==> config.mk <==
export PLATFORM = sky130hd
export DESIGN_NAME = linear_interp_upsampler
export DESIGN_NICKNAME = d
export VERILOG_FILES = /design/src/sv/liu_pkg.sv /design/src/sv/liu_div.sv /design/src/sv/linear_interp_upsampler.sv
export SDC_FILE = /design/constraint.sdc
export NUM_CORES = 1
export LEC_CHECK = 0
export ABC_CLOCK_PERIOD_IN_PS = 9750
export BUFFER_PORTS_ARGS = -buffer_cell sky130_fd_sc_hd__buf_2
export CAP_MARGIN = 10
export CORE_ASPECT_RATIO = 1.25
export CORE_MARGIN = 8
export CORE_UTILIZATION = 60
export DETAILED_ROUTE_END_ITERATION = 8
export PLACE_DENSITY = 0.77
export SLEW_MARGIN = 20
export SYNTH_ARGS = -nofsm -noshare
export SYNTH_HDL_FRONTEND = slang
export SYNTH_SLANG_ARGS = --single-unit
==> constraint.sdc <==
create_clock -name clock -period 9.75 [get_ports clock]
set_clock_uncertainty 0.05 [all_clocks]
set_input_delay 0 -clock clock [delete_from_list [all_inputs] [get_ports clock]]
set_output_delay 0 -clock clock [all_outputs]
set_load 0.01 [all_outputs]
==> src/sv/liu_pkg.sv <==
`timescale 1ns / 1ps
// Shared definitions for the linear interpolation upsampler.
// Holds register layout, default sizes and the lane count; depends on nothing.
package liu_pkg;

   // Two lanes: the real (I) part and the imaginary (Q) part.
   localparam int NUM_LANES = 2;
   localparam int LANE_RE   = 0;
   localparam int LANE_IM   = 1;

   localparam int DEF_MAX_FACTOR  = 16;
   localparam int DEF_SAMPLE_BITS = 16;

   // Configuration register file.
   localparam int CSR_DATA_W   = 32;
   localparam int CSR_ADDR_W   = 3;
   localparam int FACTOR_REG_W = 5;
   localparam logic [FACTOR_REG_W-1:0] FACTOR_RESET = FACTOR_REG_W'(2);
   localparam logic REG_FACTOR = 1'b0;   // word index of the factor register

endpackage

==> src/sv/liu_div.sv <==
`timescale 1ns / 1ps
// Bit-serial restoring divider, one quotient bit per cycle on both lanes at once.
// Depends on liu_pkg for the lane count and default widths.
module liu_div #(
   parameter int DIVIDEND_W = liu_pkg::DEF_SAMPLE_BITS + 1,
   parameter int DIVISOR_W  = liu_pkg::FACTOR_REG_W
) (
   input  logic clock,
   input  logic reset,
   input  logic start,
   input  logic [liu_pkg::NUM_LANES-1:0][DIVIDEND_W-1:0] dividend,
   input  logic [DIVISOR_W-1:0] divisor,
   output logic done,
   output logic [liu_pkg::NUM_LANES-1:0][DIVIDEND_W-1:0] quotient,
   output logic [liu_pkg::NUM_LANES-1:0][DIVISOR_W-1:0] remainder
);
   import liu_pkg::*;

   localparam int CNT_W = $clog2(DIVIDEND_W);

   logic busy_ff, busy_in;
   logic done_ff, done_in;
   logic [CNT_W-1:0] cnt_ff, cnt_in;
   logic [DIVISOR_W-1:0] divisor_ff, divisor_in;
   logic [NUM_LANES-1:0][DIVIDEND_W-1:0] num_ff, num_in;
   logic [NUM_LANES-1:0][DIVISOR_W-1:0] rem_ff, rem_in;
   logic [NUM_LANES-1:0][DIVISOR_W:0] rem_shift;
   logic [NUM_LANES-1:0][DIVISOR_W:0] rem_diff;
   logic [NUM_LANES-1:0] fits;

   // One restoring step per lane: shift in the next dividend bit and try a subtract.
   always_comb begin
      for (int l = 0; l < NUM_LANES; l++) begin
         rem_shift[l] = {rem_ff[l], num_ff[l][DIVIDEND_W-1]};
         rem_diff[l]  = rem_shift[l] - {1'b0, divisor_ff};
         fits[l]      = rem_shift[l] >= {1'b0, divisor_ff};
      end
   end

   always_comb begin
      busy_in    = busy_ff;
      done_in    = 1'b0;
      cnt_in     = cnt_ff;
      divisor_in = divisor_ff;
      num_in     = num_ff;
      rem_in     = rem_ff;
      if (start) begin
         busy_in    = 1'b1;
         cnt_in     = '0;
         divisor_in = divisor;
         num_in     = dividend;
         rem_in     = '0;
      end else if (busy_ff) begin
         for (int l = 0; l < NUM_LANES; l++) begin
            rem_in[l] = fits[l] ? rem_diff[l][DIVISOR_W-1:0] : rem_shift[l][DIVISOR_W-1:0];
            num_in[l] = {num_ff[l][DIVIDEND_W-2:0], fits[l]};
         end
         if (cnt_ff == CNT_W'(DIVIDEND_W - 1)) begin
            busy_in = 1'b0;
            done_in = 1'b1;
         end else begin
            cnt_in = cnt_ff + 1'b1;
         end
      end
   end

   always_ff @(posedge clock) begin
      if (reset) begin
         busy_ff <= 1'b0;
         done_ff <= 1'b0;
         cnt_ff  <= '0;
      end else begin
         busy_ff <= busy_in;
         done_ff <= done_in;
         cnt_ff  <= cnt_in;
      end
      divisor_ff <= divisor_in;
      num_ff     <= num_in;
      rem_ff     <= rem_in;
   end

   assign done      = done_ff;
   assign quotient  = num_ff;
   assign remainder = rem_ff;

endmodule

==> src/sv/linear_interp_upsampler.sv <==
`timescale 1ns / 1ps
// Linear interpolation upsampler, top level. Uses liu_pkg and liu_div.
// An input that closes an interval starts the bit-serial divider as it is accepted;
// when the divider is done, the words follow one per cycle while the output register
// can take them. No new input is taken until all words of that input have been
// registered for output; a first sample that opens a block is only stored.
// Reset is synchronous and active high: factor 2, no stored sample, output empty.
module linear_interp_upsampler #(
   parameter int MAX_FACTOR  = liu_pkg::DEF_MAX_FACTOR,
   parameter int SAMPLE_BITS = liu_pkg::DEF_SAMPLE_BITS
) (
   input  logic clock,
   input  logic reset,

   input  logic req_valid,
   output logic req_ready,
   input  logic signed [SAMPLE_BITS-1:0] req_in_real,
   input  logic signed [SAMPLE_BITS-1:0] req_in_imag,
   input  logic req_in_last,

   output logic rsp_valid,
   input  logic rsp_ready,
   output logic signed [SAMPLE_BITS-1:0] rsp_out_real,
   output logic signed [SAMPLE_BITS-1:0] rsp_out_imag,
   output logic rsp_out_last,

   input  logic psel,
   input  logic penable,
   input  logic pwrite,
   input  logic [liu_pkg::CSR_ADDR_W-1:0] paddr,
   input  logic [liu_pkg::CSR_DATA_W-1:0] pwdata,
   output logic [liu_pkg::CSR_DATA_W-1:0] prdata,
   output logic pready
);
   import liu_pkg::*;

   // The difference of two samples needs one bit more than a sample. Its magnitude is
   // unsigned and fits in the same width, as does every accumulated quotient.
   localparam int DW = SAMPLE_BITS + 1;
   // Wide enough to hold the effective factor itself.
   localparam int FW = $clog2(MAX_FACTOR + 1);
   // Width in which the register value and the factor limit are compared.
   localparam int CW = (FW > FACTOR_REG_W) ? FW : FACTOR_REG_W;
   localparam logic [CW-1:0] MaxFactor = CW'(MAX_FACTOR);

   localparam logic [1:0] ST_IDLE   = 2'd0;
   localparam logic [1:0] ST_DIV    = 2'd1;
   localparam logic [1:0] ST_INTERP = 2'd2;
   localparam logic [1:0] ST_LAST   = 2'd3;

   // ---------------------------------------------------------------------------
   // Configuration register. Writes complete in the access phase; pready is tied
   // high so there are never wait states. Only the word index is decoded, so the
   // byte-offset bits of the address are ignored.
   // ---------------------------------------------------------------------------
   logic [FACTOR_REG_W-1:0] factor_ff, factor_in;
   logic csr_write;

   assign pready    = 1'b1;
   assign csr_write = psel && penable && pwrite;

   always_comb begin
      factor_in = factor_ff;
      if (csr_write && (paddr[CSR_ADDR_W-1] == REG_FACTOR)) begin
         factor_in = pwdata[FACTOR_REG_W-1:0];
      end
   end

   always_comb begin
      prdata = '0;
      if (paddr[CSR_ADDR_W-1] == REG_FACTOR) begin
         prdata = CSR_DATA_W'(factor_ff);
      end
   end

   // A factor of zero behaves as one, and anything above the limit saturates.
   logic [CW-1:0] factor_wide;
   logic [FW-1:0] factor_eff;

   always_comb begin
      factor_wide = CW'(factor_ff);
      if (factor_wide == '0) begin
         factor_eff = FW'(1);
      end else if (factor_wide > MaxFactor) begin
         factor_eff = FW'(MAX_FACTOR);
      end else begin
         factor_eff = factor_wide[FW-1:0];
      end
   end

   // ---------------------------------------------------------------------------
   // Sequencer and sample store.
   // ---------------------------------------------------------------------------
   logic [1:0] state_ff, state_in;
   logic have_prev_ff, have_prev_in;
   logic signed [NUM_LANES-1:0][SAMPLE_BITS-1:0] prev_ff, prev_in;
   logic signed [NUM_LANES-1:0][SAMPLE_BITS-1:0] cur_ff, cur_in;
   logic last_ff, last_in;
   logic [FW-1:0] fe_ff, fe_in;
   logic [FW-1:0] step_ff, step_in;
   logic [NUM_LANES-1:0] neg_ff, neg_in;
   logic [NUM_LANES-1:0][DW-1:0] acc_q_ff, acc_q_in;
   logic [NUM_LANES-1:0][FW-1:0] acc_r_ff, acc_r_in;

   logic rsp_valid_ff, rsp_valid_in;
   logic signed [SAMPLE_BITS-1:0] rsp_real_ff, rsp_real_in;
   logic signed [SAMPLE_BITS-1:0] rsp_imag_ff, rsp_imag_in;
   logic rsp_last_ff, rsp_last_in;

   logic accept;
   logic out_free;
   logic div_start;
   logic div_done;
   logic [NUM_LANES-1:0][DW-1:0] div_quot;
   logic [NUM_LANES-1:0][FW-1:0] div_rem;

   logic signed [NUM_LANES-1:0][SAMPLE_BITS-1:0] in_sample;
   logic signed [NUM_LANES-1:0][DW-1:0] diff;
   logic [NUM_LANES-1:0][DW-1:0] diff_mag;
   logic signed [NUM_LANES-1:0][DW:0] point;
   logic [NUM_LANES-1:0][FW:0] r_sum;
   logic [NUM_LANES-1:0][FW:0] r_wrap;
   logic [NUM_LANES-1:0] carry;

   assign req_ready = (state_ff == ST_IDLE);
   assign accept    = req_valid && req_ready;
   // The output register takes a new word when it is empty or being emptied.
   assign out_free  = !rsp_valid_ff || rsp_ready;

   assign in_sample[LANE_RE] = req_in_real;
   assign in_sample[LANE_IM] = req_in_imag;

   // The slope of each lane is split into sign and magnitude; the divider works on
   // magnitudes so that its quotient truncates toward zero once the sign is restored.
   // Both samples are sign-extended by one bit before the subtraction.
   always_comb begin
      for (int l = 0; l < NUM_LANES; l++) begin
         diff[l]     = {in_sample[l][SAMPLE_BITS-1], in_sample[l]}
                     - {prev_ff[l][SAMPLE_BITS-1], prev_ff[l]};
         diff_mag[l] = diff[l][DW-1] ? (~diff[l] + 1'b1) : diff[l];
      end
   end

   // Point j is prev + sign * floor(j * |d| / f). The accumulators hold that floor as a
   // quotient and a remainder below f; each step adds |d| / f and |d| mod f, with one
   // compare and subtract to carry the remainder over.
   always_comb begin
      for (int l = 0; l < NUM_LANES; l++) begin
         point[l]  = neg_ff[l] ? ((DW + 1)'(prev_ff[l]) - (DW + 1)'(acc_q_ff[l]))
                               : ((DW + 1)'(prev_ff[l]) + (DW + 1)'(acc_q_ff[l]));
         r_sum[l]  = {1'b0, acc_r_ff[l]} + {1'b0, div_rem[l]};
         carry[l]  = r_sum[l] >= {1'b0, fe_ff};
         r_wrap[l] = r_sum[l] - {1'b0, fe_ff};
      end
   end

   assign div_start = accept && have_prev_ff;

   always_comb begin
      state_in     = state_ff;
      have_prev_in = have_prev_ff;
      prev_in      = prev_ff;
      cur_in       = cur_ff;
      last_in      = last_ff;
      fe_in        = fe_ff;
      step_in      = step_ff;
      neg_in       = neg_ff;
      acc_q_in     = acc_q_ff;
      acc_r_in     = acc_r_ff;
      rsp_valid_in = rsp_valid_ff && !rsp_ready;
      rsp_real_in  = rsp_real_ff;
      rsp_imag_in  = rsp_imag_ff;
      rsp_last_in  = rsp_last_ff;

      case (state_ff)
         ST_IDLE: begin
            if (accept) begin
               cur_in  = in_sample;
               last_in = req_in_last;
               fe_in   = factor_eff;
               for (int l = 0; l < NUM_LANES; l++) begin
                  neg_in[l] = diff[l][DW-1];
               end
               if (have_prev_ff) begin
                  state_in = ST_DIV;
               end else if (req_in_last) begin
                  // A lone last sample with no interval before it.
                  state_in = ST_LAST;
               end else begin
                  // First sample of a block: stored, nothing emitted.
                  prev_in      = in_sample;
                  have_prev_in = 1'b1;
               end
            end
         end
         ST_DIV: begin
            if (div_done) begin
               acc_q_in = '0;
               acc_r_in = '0;
               step_in  = '0;
               state_in = ST_INTERP;
            end
         end
         ST_INTERP: begin
            if (out_free) begin
               rsp_valid_in = 1'b1;
               rsp_real_in  = point[LANE_RE][SAMPLE_BITS-1:0];
               rsp_imag_in  = point[LANE_IM][SAMPLE_BITS-1:0];
               rsp_last_in  = 1'b0;
               for (int l = 0; l < NUM_LANES; l++) begin
                  acc_q_in[l] = acc_q_ff[l] + div_quot[l] + DW'(carry[l]);
                  acc_r_in[l] = carry[l] ? r_wrap[l][FW-1:0] : r_sum[l][FW-1:0];
               end
               step_in = step_ff + 1'b1;
               if (step_ff == fe_ff - 1'b1) begin
                  if (last_ff) begin
                     state_in = ST_LAST;
                  end else begin
                     prev_in  = cur_ff;
                     state_in = ST_IDLE;
                  end
               end
            end
         end
         ST_LAST: begin
            if (out_free) begin
               rsp_valid_in = 1'b1;
               rsp_real_in  = cur_ff[LANE_RE];
               rsp_imag_in  = cur_ff[LANE_IM];
               rsp_last_in  = 1'b1;
               prev_in      = '0;
               have_prev_in = 1'b0;
               state_in     = ST_IDLE;
            end
         end
         default: begin
            state_in = ST_IDLE;
         end
      endcase
   end

   always_ff @(posedge clock) begin
      if (reset) begin
         factor_ff    <= FACTOR_RESET;
         state_ff     <= ST_IDLE;
         have_prev_ff <= 1'b0;
         prev_ff      <= '0;
         rsp_valid_ff <= 1'b0;
      end else begin
         factor_ff    <= factor_in;
         state_ff     <= state_in;
         have_prev_ff <= have_prev_in;
         prev_ff      <= prev_in;
         rsp_valid_ff <= rsp_valid_in;
      end
      cur_ff      <= cur_in;
      last_ff     <= last_in;
      fe_ff       <= fe_in;
      step_ff     <= step_in;
      neg_ff      <= neg_in;
      acc_q_ff    <= acc_q_in;
      acc_r_ff    <= acc_r_in;
      rsp_real_ff <= rsp_real_in;
      rsp_imag_ff <= rsp_imag_in;
      rsp_last_ff <= rsp_last_in;
   end

   // Shared divider: slope magnitude over the effective factor, both lanes together.
   liu_div #(
      .DIVIDEND_W (DW),
      .DIVISOR_W  (FW)
   ) u_div (
      .clock     (clock),
      .reset     (reset),
      .start     (div_start),
      .dividend  (diff_mag),
      .divisor   (factor_eff),
      .done      (div_done),
      .quotient  (div_quot),
      .remainder (div_rem)
   );

   assign rsp_valid    = rsp_valid_ff;
   assign rsp_out_real = rsp_real_ff;
   assign rsp_out_imag = rsp_imag_ff;
   assign rsp_out_last = rsp_last_ff;

endmodule

# Yosys cells after proc, flatten, opt, wreduce, memory -nomap -nowiden
# Cells that the tools add are included.
[totals]
reg_bits = 219
output_inout_bits = 68
[classes]
add_sub_neg = 21
order_cmp = 5
reduce_logical = 26
n_eq_ne = 14
bitwise_logic = 5
mux = 58
[op_table]
columns = ["cell", "n"]
rows = [
  ["$mux 32", 7],
  ["$mux 34", 4],
  ["$mux 16", 6],
  ["$pmux 32 s3", 1],
  ["$pmux 34 s2", 1],
  ["$pmux 16 s2", 2],
  ["$mux 5", 9],
  ["$add 17x1->17", 2],
  ["$add 17x1->17 const B", 2],
  ["$add 17x17->17", 2],
  ["$mux 17", 2],
  ["$not 17->17", 2],
  ["$sub 16x16->17", 2],
  ["$add 16x16->16", 2],
  ["$sub 16x16->16", 2],
  ["$ge 6x5->1", 4],
  ["$mux 10", 2],
  ["$pmux 10 s2", 1],
  ["$sub 5x5->5", 4],
  ["$mux 2", 8],
  ["$add 5x5->6", 2],
  ["$ne 2x2->1 const B", 6],
  ["$mux 1", 11],
  ["$add 5x1->5 const B", 2],
  ["other kinds (25)", 43],
]

# Longest topological paths before layout
# Gate-level depths: netlist (run 1).
[depth]
word_depth = 5
depth_mapped = 21
ltp_nobuf = 21

# Hierarchy
# A second synthesis (run 1) with hierarchy kept.
[hier_totals]
cells_unflattened = 1656
area_unflattened_um2 = 15607.5
[by_module_without_submodules]
columns = ["module", "cells_each", "n_inst", "area_per_inst_um2"]
rows = [
  ["linear_interp_upsampler", 1435, 1, 12814.8],
  ["liu_div", 221, 1, 2792.7],
]

# Worst setup path after synthesis (run 1)
# No wires, ideal clock.
[synth_path]
path_kind = "reg2reg"
startpoint = "reg u_div.rem_ff, in the netlist u_div.remainder[0]"
endpoint = "reg acc_q_ff[15] (netlist name), data pin"
path_slack_ns = 4.409
t_arrival_ns = 5.025
synth_period_minus_slack_ns = 5.341
stages_incl_launch_ff = 21
setup_time_ns = 0.266
cell_sequence = "dfxtp_1 ha_1 inv_1 fa_1 inv_1 fa_1 a21o_1 a21oi_1 nand2_1 a2111oi_2 inv_1 fa_1 a21o_1 a21oi_1 nor2b_1 o21a_1 o41ai_1 o31ai_1 o41ai_1 xnor2_1 nor2_1"
[synth_via]
elab_chain_cells = 5
[synth_lines]
columns = ["item", "line_no", "source"]
rows = [
  ["start, declared", "liu_div.sv:26", "logic [NUM_LANES-1:0][DIVISOR_W-1:0] rem_ff, rem_in;"],
  ["start signal, assigned", "liu_div.sv:79", "rem_ff <= rem_in;"],
  ["$add 5x5->6", "linear_interp_upsampler.sv:151", "r_sum[l] = {1'b0, acc_r_ff[l]} + {1'b0, div_rem[l]};"],
  ["$ge 6x5->1", "linear_interp_upsampler.sv:152", "carry[l] = r_sum[l] >= {1'b0, fe_ff};"],
  ["$add 17x1->17", "linear_interp_upsampler.sv:211", "acc_q_in[l] = acc_q_ff[l] + div_quot[l] + DW'(carry[l]);"],
  ["$mux 34", "linear_interp_upsampler.sv:205", "if (out_free) begin"],
  ["$pmux 34 s2", "linear_interp_upsampler.sv:175", "case (state_ff)"],
  ["end signal, assigned", "linear_interp_upsampler.sv:261", "acc_q_ff <= acc_q_in;"],
  ["end, declared", "linear_interp_upsampler.sv:102", "logic [NUM_LANES-1:0][DW-1:0] acc_q_ff, acc_q_in;"],
]
# No other way between the ends. The select of a mux whose other input is x is not followed.
# A chain may end at the register's enable or synchronous reset.

# Worst setup path in the final report (run 1)
[layout_path]
startpoint = "reg u_div.rem_ff, in the netlist u_div.remainder[5]"
endpoint = "reg acc_q_ff[27] (netlist name), data pin"
# Same word-level chain as after synthesis.

==> results of run 1 <==
## worst paths after layout
path	start	end	slack [ns]	cells past startpoint
worst max-delay path	u_div.remainder[5]	acc_q_ff[27]	3.52	21
worst min-delay path	pwrite	factor_ff[0]	0.01	4
worst max register to register	u_div.remainder[5]	acc_q_ff[27]	3.52	21
worst min register to register	prev_ff[25]	prev_ff[25]	0.44	2
## kinds of logic after synthesis
group | after synthesis | synth area share, %
buffers and inverters | 197 | 5.53
muxes | 22 | 1.46
xor gates and xnor gates | 166 | 9.53
and+or+nand+nor | 459 | 14.3
AOI/OAI and AO/OA | 413 | 18.0
DFF | 217 | 38.9
adders and majority gates | 142 | 12.3
other | 2 | 0.0492
## per-stage QoR
stage | cell area, µm² | setup slack, ns | cells
final | 17100 | 3.52 | 2079
after global routing | 17100 | 3.14 | 2079
after CTS | 17100 | 3.54 | 2079
after detailed placement | 15900 | 3.66 | 1990
after global placement | 15900 | 3.84 | 1989
after floorplan | 15400 | 4.41 | 1644
## flip-flops by register name, summed over array words and instances, names as in the netlist, 5 cells and up
name and flops:
rsp_out_imag 16, u_div.divisor_ff 5, prev_ff 32, fe_ff 5
acc_q_ff 32, step_ff 5, acc_r_ff 10, factor_ff 5
rsp_out_real 16, cur_ff 32, u_div.cnt_ff 5, u_div.quotient 34
u_div.remainder 10
## worst register-to-register path: cells and delay by family (launching register included)
kind	cells	cell delay [ns]
DFF	1	0.42
buffers and inverters	2	0.34
and+or+nand+nor	2	0.16
AOI/OAI and AO/OA	10	2.70
xor gates and xnor gates	2	0.42
adders and majority gates	5	1.86
## layer usage
metal	global-route usage, %	vias to the layer above	wire [µm]
met5	0	-	11
met4	11.0	2	1660
met3	3.26	93	1790
met2	43.6	325	19300
met1	28.5	5867	15300
li1	-	6016	-
## placed cells by master (no fill, tap or decap), types with 9 or more instances in the layout
master and n:
nor2_1 179, edfxtp_1 159, ha_1 128, a21oi_1 116
inv_1 109, xnor2_1 98, nand2_1 94, buf_2 85
o21ai_0 76, xor2_1 68, dfxtp_1 58, a211oi_1 45
dlygate4sd3_1 43, nor3_1 39, a221oi_1 34, a21o_1 31
nor2b_1 29, conb_1 28, clkbuf_16 25, a31oi_1 20
mux2i_1 20, nand3_1 18, and2_1 16, nand2b_1 15
fa_1 14, o21a_1 13, o21bai_1 13, nand4_1 12
clkbuf_1 10, buf_4 10, nor4_1 9, o31ai_1 9
## area by class of cell
class,instances,area (µm²),share of cell area (%)
flip-flops and latches,217,5940,34.7
clock inverters,9,72.6,0.424
repair buffers,139,958,5.60
well taps,335,419,2.45
multi-input cells,1230,8610,50.3
inverters,112,420,2.46
clock buffers,37,691,4.04
## where the power goes
part           total (W)  internal (W)  switching (W)
Sequential       0.00163       0.00142       0.000210
Combinational    0.00383       0.00158        0.00225
Clock           0.000895      0.000515       0.000380
Total            0.00636       0.00352        0.00284
==> flow_metrics.tcl, run 1 <==
set metrics [dict create \
    start_kind "flip-flop" \
    tightest_slew_ns 1.04 \
    cts.repair.resized 0 \
    syn_area_um2 15300 \
    finalCritPeriodShare_pct 63.9 \
    holdWs_ns 0.0104 \
    rsz0062_at_grt "false" \
    grt_pass1_vias 12400 \
    layout-drive-gt1-share_pct 8.94 \
    cts_max_level 1 \
    cp_top_family "compound AO/OA/AOI/OAI gates" \
    path_cells "ha_1 > inv_1 > fa_1 > xnor2_1 > ha_1 > a21o_1 > a21oi_1 > nand2_1 > a2111oi_2 > inv_1 > fa_1 > fa_1 > a21o_1 > a21oi_1 > o21bai_1 > a21o_1 > a21oi_1 > o21bai_1 > a31oi_1 > xor2_1 > nor2_1" \
    drt_iter0_drc 712 \
    cts_tree "built" \
    synthDistinctLibCells 68 \
    post_cts_buffers 0 \
    grt_pass1_wl_mm 61.4 \
    rows 65 \
    grt_use_total_pct 24.5 \
    cts.reportedPaths.clkPinSlew_ns 0.06 \
    async_flop_share_pct 0 \
    wl_mm 38.0 \
    fin_crit_ns 6.23 \
    yosys_warnings 0 \
    fin_tns_setup_ns 0 \
    first_pass_iters 5 \
    vias 12300 \
    final_max_slew_viol_count 0 \
    ant_nets 0 \
    cts_root_buf "clkbuf_16" \
    nFillCells 1954 \
    globalplace.congestion 0.859 \
    fp.dieH_um 194 \
    cap_violations 0 \
    hold_path_class "primary input to flip-flop" \
    crit_arrival_ns 6.43 \
    fin_nets 1942 \
    clk_path_buf_depth 3 \
    fin_total_pwr_w 0.00636 \
    relSlewSlack_pct 30.7 \
    drc 0 \
    endpoint_kind "flip-flop" \
    max_stage_delay_ns 0.86 \
    setup_viol 0 \
    grt_max_degree 65 \
    ys_seq_elements 217 \
    die_x_um 159 \
    vdd_ir_drop_max_mv 0.239 \
    clkSinkCount 217 \
    gr-total-overflow 0 \
    synthTopCellsByArea "edfxtp_1, ha_1, dfxtp_1" \
    crit_path_max_fanout 8 \
    port_buffers 85 \
    fmax_ghz 0.161 \
    yosys.area.top_type "edfxtp_1" \
    netlist_instances 1618 \
    power_density_nw_per_um2 372 \
    grt_antenna_before_repair 1 \
    hold_viol 0 \
    dp_hpwl_mm 26.7 \
    area_growth_syn_to_layout_pct 12.1 \
    avgSynthCellArea_um2 9.43 \
    viasPerCell 5.92 \
    cp_data_required_time_ns 9.96 \
    cts_buffers 25 \
    path_class "flip-flop to flip-flop" \
    yosysMostFrequentCell "nor2_1" \
    p_leak_nw 6.87 \
    cp_num_buf_inv 2 \
    synth_edf_count 159 \
    wire_per_inst_um 18.3 \
    status "complete, no violations" \
    die-area_um2 30800 \
    initial_utilization_pct 60.7 \
    insertion_delay_ns 0.55 \
    ys.flop_type "edfxtp_1" \
    yosysSeqAreaShare_pct 38.9 \
    postCtsHoldBufs 43 \
    utilization_pct 68.1 \
    diodes 0 \
    core_area_um2 25100 \
    crit_slowest_cell "a2111oi_2" \
    boundaryPins 143 \
    netlist_top_cells_count "nor2_1, edfxtp_1, ha_1" \
    synth_top_cell_area_share_pct 31.3 \
]
Note: power is estimated with default switching activity, not from simulation.
==> run 2: changes to the inputs <==
- ABC_AREA: default -> 1
- ABC_CLOCK_PERIOD_IN_PS: 9750 -> 5800
- PLACE_DENSITY: 0.77 -> 0.76
- clock period: 9.75 -> 5.8 ns (I/O delays scaled with it)
==> run 2 against run 1 <==
Against the previous run: setup slack got worse by 2.6 ns; worst hold slack improved by 0.016 ns; via count rose by 17%; first-iteration DRC count rose by 10%; fmax rose by 28%; count of clock-buffer cells in the layout rose by 3; sequential power rose by 67%; synthesized cell count rose by 31%; cell area rose by 6.6%; largest power group unchanged.
==> flow_metrics.tcl, run 2 <==
set metrics [dict create \
    status "complete, no violations" \
    synth_top_cell_area_share_pct 29.3 \
    fin_crit_ns 4.86 \
    netlist_top_cells_count "nand2_1, inv_1, a21oi_1" \
    yosys.area_share.simple_pct 22.1 \
    layout_commonest_cell "nand2_1" \
    yosys.area.top_type "edfxtp_1" \
    synth_edf_count 159 \
    grt_antenna_before_repair 1 \
    netlist_instances 2117 \
    crit_path_max_fanout 9 \
    synth_fa_ha_area_share_pct 11.5 \
    syn_area_um2 16300 \
    hold_path_class "primary input to flip-flop" \
    synthDistinctLibCells 55 \
    ys_seq_elements 217 \
    synth_top_family_by_area "simple AND/OR/NAND/NOR gates" \
    instances_no_fill 2604 \
    endpoint_kind "flip-flop" \
    async_flop_share_pct 0 \
    largest_reg_flops 34 \
    vias 14400 \
    fmax_ghz 0.206 \
    final_cell_mix "nand2_1, inv_1, a21oi_1, edfxtp_1, o21ai_0" \
    ant_nets 0 \
    cts_root_buf "clkbuf_16" \
    p_leak_nw 8.60 \
    cts.reportedPaths.clkPinSlew_ns 0.06 \
    die-area_um2 32700 \
    relSlewSlack_pct 33.0 \
    setup_viol 0 \
    wl_mm 43.4 \
    power_density_nw_per_um2 609 \
    dp_hpwl_mm 32.9 \
    path_class "flip-flop to flip-flop" \
    boundaryPins 143 \
    start_kind "flip-flop" \
    rsz0062_at_grt "false" \
    grt_pass1_vias 14200 \
    hold_viol 0 \
    cp_data_required_time_ns 6.02 \
    grt_pass1_wl_mm 69.8 \
    vdd_ir_drop_max_mv 0.352 \
    viasPerCell 5.53 \
    die_x_um 163 \
    yosysSeqAreaShare_pct 36.4 \
    cap_violations 0 \
    dp.cells 2513 \
    yosys_warnings 0 \
    diodes 0 \
    fin_tns_setup_ns 0 \
    fin_nets 2457 \
    globalplace.congestion 0.955 \
    finalCritPeriodShare_pct 83.7 \
    synth_compound_area_share_pct 15.0 \
    grt_max_degree 52 \
    core_area_um2 26700 \
    port_buffers 85 \
    yosys.area_share.xor_xnor_pct 4.89 \
    final_max_slew_viol_count 0 \
    yosysMostFrequentCell "nand2_1" \
    dp_slack_ns 1.02 \
    layout-drive-gt1-share_pct 9.61 \
    insertion_delay_ns 0.53 \
    gr-total-overflow 0 \
    cts_max_level 1 \
    cts_tree "built" \
    tightest_slew_ns 1.00 \
    avgSynthCellArea_um2 7.70 \
    first_pass_iters 5 \
    cts_buffers 25 \
    grt_use_total_pct 26.1 \
    utilization_pct 68.2 \
    synth.area.mux_share_pct 0 \
    drc 0 \
    initial_utilization_pct 61.0 \
    rows 67 \
    setup_ws_ns 0.943 \
    synthTopCellsByArea "edfxtp_1, nand2_1, ha_1" \
    ys.flop_type "edfxtp_1" \
    clkSinkCount 217 \
    crit_arrival_ns 5.08 \
    clk_path_buf_depth 3 \
    drt_iter0_drc 786 \
    wire_per_inst_um 16.7 \
    fp.dieH_um 200 \
    area_growth_syn_to_layout_pct 11.9 \
    fin_total_pwr_w 0.0111 \
    post_cts_buffers 0 \
]
run 2: changes by cell type after synthesis, sizes merged, moves of 41 or more:
| cell | previous run | this run |
|---|---|---|
| nand2 | 96 | 493 |
| inv | 110 | 320 |
| a211oi | 47 | 6 |
| nand3 | 18 | 125 |
| o21ai | 83 | 178 |
| xnor2 | 98 | 36 |
| a21oi | 116 | 189 |
run 2: worst paths after layout:
check,from,end,slack (ns),cells after the start
worst min register to register,u_div.cnt_ff[0],u_div.cnt_ff[0],0.44,2
worst min-delay path,req_valid,cur_ff[28],0.03,3
worst max-delay path,u_div.remainder[5],acc_q_ff[29],0.94,20
worst max register to register,u_div.remainder[5],acc_q_ff[29],0.94,20
run 2: cell families after synthesis:
group	Yosys count
xor gates and xnor gates	91
other	2
AOI/OAI and AO/OA	444
buffers and inverters	392
and+or+nand+nor	829
adders and majority gates	142
DFF	217
run 2: metrics by stage:
step | hold slack (ns) | area, µm²
after detailed placement | 0.146 | 17000
final | 0.0264 | 18200
after global routing | 0.0294 | 18200
after global placement | 0.146 | 17000
after CTS | 0.00764 | 18200
after floorplan | -0.00247 | 16400
run 2: cell type report:
cell class | count | area [µm²]
multi-input combinational | 1534 | 8870
fill | 2205 | 8500
sequential | 217 | 5940
inverter | 321 | 1210
timing repair buffer | 141 | 958
clock buffer | 40 | 793
tap | 345 | 432
clock inverter | 6 | 40.0
run 2: worst max-delay path, cell delays in order (launching register included):
cell and delay [ns]:
dfxtp_1 0.38, ha_1 0.19, inv_1 0.05, fa_1 0.39
xnor2_1 0.27, ha_1 0.35, a21o_1 0.20, a21oi_1 0.20
nand2_1 0.09, a211oi_1 0.25, nand2_1 0.25, fa_1 0.48
fa_1 0.43, nand3_1 0.09, nand2_1 0.10, a21oi_1 0.25
nor2_1 0.07, o22ai_1 0.16, o21ai_0 0.13, o21ai_0 0.16
a21oi_1 0.06
run 2: what timing repair did:
| action | CTS | global route |
|---|---|---|
| hold endpoints to repair | 75 | 0 |
| gates resized for setup | 0 | 0 |
| hold buffers | 45 | 0 |
run 2: power by group:
group / internal (W) / switching, W / leakage, nW / total (W)
sequential: 0.00240 / 0.000323 / 1.96 / 0.00273
clock: 0.000936 / 0.000647 / 0.408 / 0.00158
combinational: 0.00236 / 0.00445 / 6.23 / 0.00680
total: 0.00569 / 0.00542 / 8.60 / 0.0111
run 2: metal layers:
| metal | vias up | share of wire, % | track usage, % |
|---|---|---|---|
| li1 | 7233 | - | - |
| met1 | 6674 | 38 | 28.5 |
| met2 | 375 | 52 | 48.5 |
| met3 | 107 | 4.7 | 2.85 |
| met4 | 2 | 4.8 | 12.8 |
| met5 | - | 0.028 | 0 |
==> run 3: changes to the inputs <==
- ABC_CLOCK_PERIOD_IN_PS: 5800 -> 4800
- clock period: 5.8 -> 4.8 ns (I/O delays scaled with it)
==> run 3 against run 2 <==
Against the previous run: power up 21%; register-to-register slack worse by 0.68 ns; first-iteration DRC count is 26% higher; setup slack worse by 0.68 ns; critical path type unchanged; largest cell class unchanged; die area stayed put; clock power is 18% higher; sequential share of layout area decreased by 0.065 points; utilization increased by 0.14 points; critical path depth unchanged.
==> flow_metrics.tcl, run 3 (same netlist as run 2, synthesis figures left out) <==
set metrics [dict create \
    fin_crit_ns 4.54 \
    wl_mm 43.5 \
    fp.dieH_um 200 \
    instances_no_fill 2609 \
    area_growth_syn_to_layout_pct 12.1 \
    max_stage_delay_ns 0.42 \
    layout_commonest_cell "nand2_1" \
    initial_utilization_pct 61.0 \
    path_cells "ha_1 > inv_1 > fa_1 > xnor2_1 > ha_1 > a21o_1 > a21oi_2 > nand2_1 > a211oi_1 > nand2_2 > fa_1 > fa_1 > nand3_1 > nand2_1 > a21oi_2 > nor2_1 > o22ai_1 > o21ai_0 > o21ai_0 > a21oi_1" \
    setup_ws_ns 0.262 \
    globalplace.congestion 0.909 \
    status "complete, no violations" \
    finalCritPeriodShare_pct 94.5 \
    ff2ff_setup_slack_ns 0.26 \
    cap_violations 0 \
    tightest_slew_ns 0.923 \
    grt_pass1_vias 14600 \
    first_pass_iters 5 \
    grt_antenna_before_repair 1 \
    cts_root_buf "clkbuf_16" \
    cts_tree "built" \
    die-area_um2 32700 \
    ant_nets 0 \
    p_leak_nw 8.62 \
    fmax_ghz 0.220 \
    vdd_ir_drop_max_mv 0.348 \
    die_x_um 163 \
    drt_iter0_drc 994 \
    crit_arrival_ns 4.77 \
    cts.reportedPaths.clkPinSlew_ns 0.07 \
    fin_total_pwr_w 0.0134 \
    final_cell_mix "nand2_1, inv_1, a21oi_1, edfxtp_1, o21ai_0" \
    clkSinkCount 217 \
    layout-drive-gt1-share_pct 9.68 \
    rows 67 \
    path_class "flip-flop to flip-flop" \
    insertion_delay_ns 0.54 \
    boundaryPins 143 \
    dp.cells 2515 \
    drc 0 \
    crit_slowest_cell "fa_1" \
    port_buffers 85 \
    fin_tns_setup_ns 0 \
    crit_path_max_fanout 5 \
    grt_use_total_pct 26.3 \
    dp_hpwl_mm 32.8 \
    gr-total-overflow 0 \
    crit_path_frequent_cell "fa_1" \
    core_area_um2 26700 \
    wire_per_inst_um 16.7 \
    final_max_slew_viol_count 0 \
    dp_slack_ns 0.154 \
    clk_path_buf_depth 3 \
    hold_path_class "primary input to flip-flop" \
    vias 14700 \
    endpoint_kind "flip-flop" \
    start_kind "flip-flop" \
    grt_max_degree 57 \
    fin_nets 2463 \
    setup_viol 0 \
    fin_area_um2 18300 \
    dpl_cell_area_um2 17000 \
    relSlewSlack_pct 38.4 \
    power_density_nw_per_um2 733 \
    cts_max_level 1 \
    hold_viol 0 \
    viasPerCell 5.62 \
    largest_reg_flops 34 \
    grt_pass1_wl_mm 70.7 \
    nFillCells 2246 \
    cp_data_required_time_ns 5.03 \
    cts_buffers 23 \
]
run 3: cell types whose count changed in the layout (fill, tap and decap cells not counted), moves of 2 or more:
cell           delta
a21oi_2           +3
dlygate4sd3_1     +5
a21oi_1           -3
nand2_1           -2
bufinv_16         +2
nand2_2           +2
clkbuf_1          +2
clkbuf_8          -8
buf_4             +3
run 3: layout make-up:
type | count | area (µm²) | share of cell area (%)
antenna | 1 | 2.50 | 0.0137
sequential | 217 | 5940 | 32.5
clock inverter | 9 | 113 | 0.616
timing repair buffer | 149 | 1030 | 5.64
multi-input combinational | 1534 | 8880 | 48.6
inverter | 321 | 1210 | 6.63
clock buffer | 33 | 666 | 3.64
tap | 345 | 432 | 2.36
run 3: stage by stage:
stage	util (%)	hold slack [ns]
after floorplan	-	-0.00247
after global placement	63.5	0.145
after detailed placement	63.5	0.144
after CTS	68.2	0.179
after global routing	68.3	0.183
final	68.3	0.183
run 3: path summary, 6_finish.rpt:
check                                     to  cells past startpoint          startpoint
worst max-delay path            acc_q_ff[12]                     20  u_div.remainder[0]
worst min-delay path              cur_ff[18]                      2      req_in_imag[2]
worst max register to register  acc_q_ff[12]                     20  u_div.remainder[0]
worst min register to register   prev_ff[14]                      2         prev_ff[14]
run 3: power by group:
part           switching (W)  total [W]  leakage (nW)  internal (W)
Sequential          0.000390    0.00329          1.96       0.00290
Clock               0.000779    0.00186         0.379       0.00108
Combinational        0.00535    0.00824          6.27       0.00290
Total                0.00652     0.0134          8.62       0.00688
run 3: timing repair:
| action | in CTS | in global routing |
|---|---|---|
| endpoints found under the setup margin | 0 | 4 |
| gates resized for setup | 0 | 4 |
| endpoints found under the hold margin | 80 | 0 |
| buffers inserted | 0 | 1 |
| hold buffers | 50 | 0 |
run 3: layer usage:
| layer | vias up | wire (µm) | global-route usage, % |
|---|---|---|---|
| met1 | 6826 | 16600 | 29.0 |
| met2 | 463 | 22600 | 49.3 |
| met4 | 0 | 1970 | 11.5 |
| li1 | 7251 | - | - |
| met5 | - | 0 | 0 |
| met3 | 132 | 2290 | 2.97 |
run 3: worst max-delay path, delay by kind of cell, from the launching register on:
family                   cells  cell delay [ns]
adder cells (fa/ha/maj)      5             1.76
buffers and inverters        1             0.05
AND/OR/NAND/NOR              5             0.45
XOR/XNOR                     1             0.26
flip-flops                   1             0.38
AO/OA/AOI/OAI                8             1.35
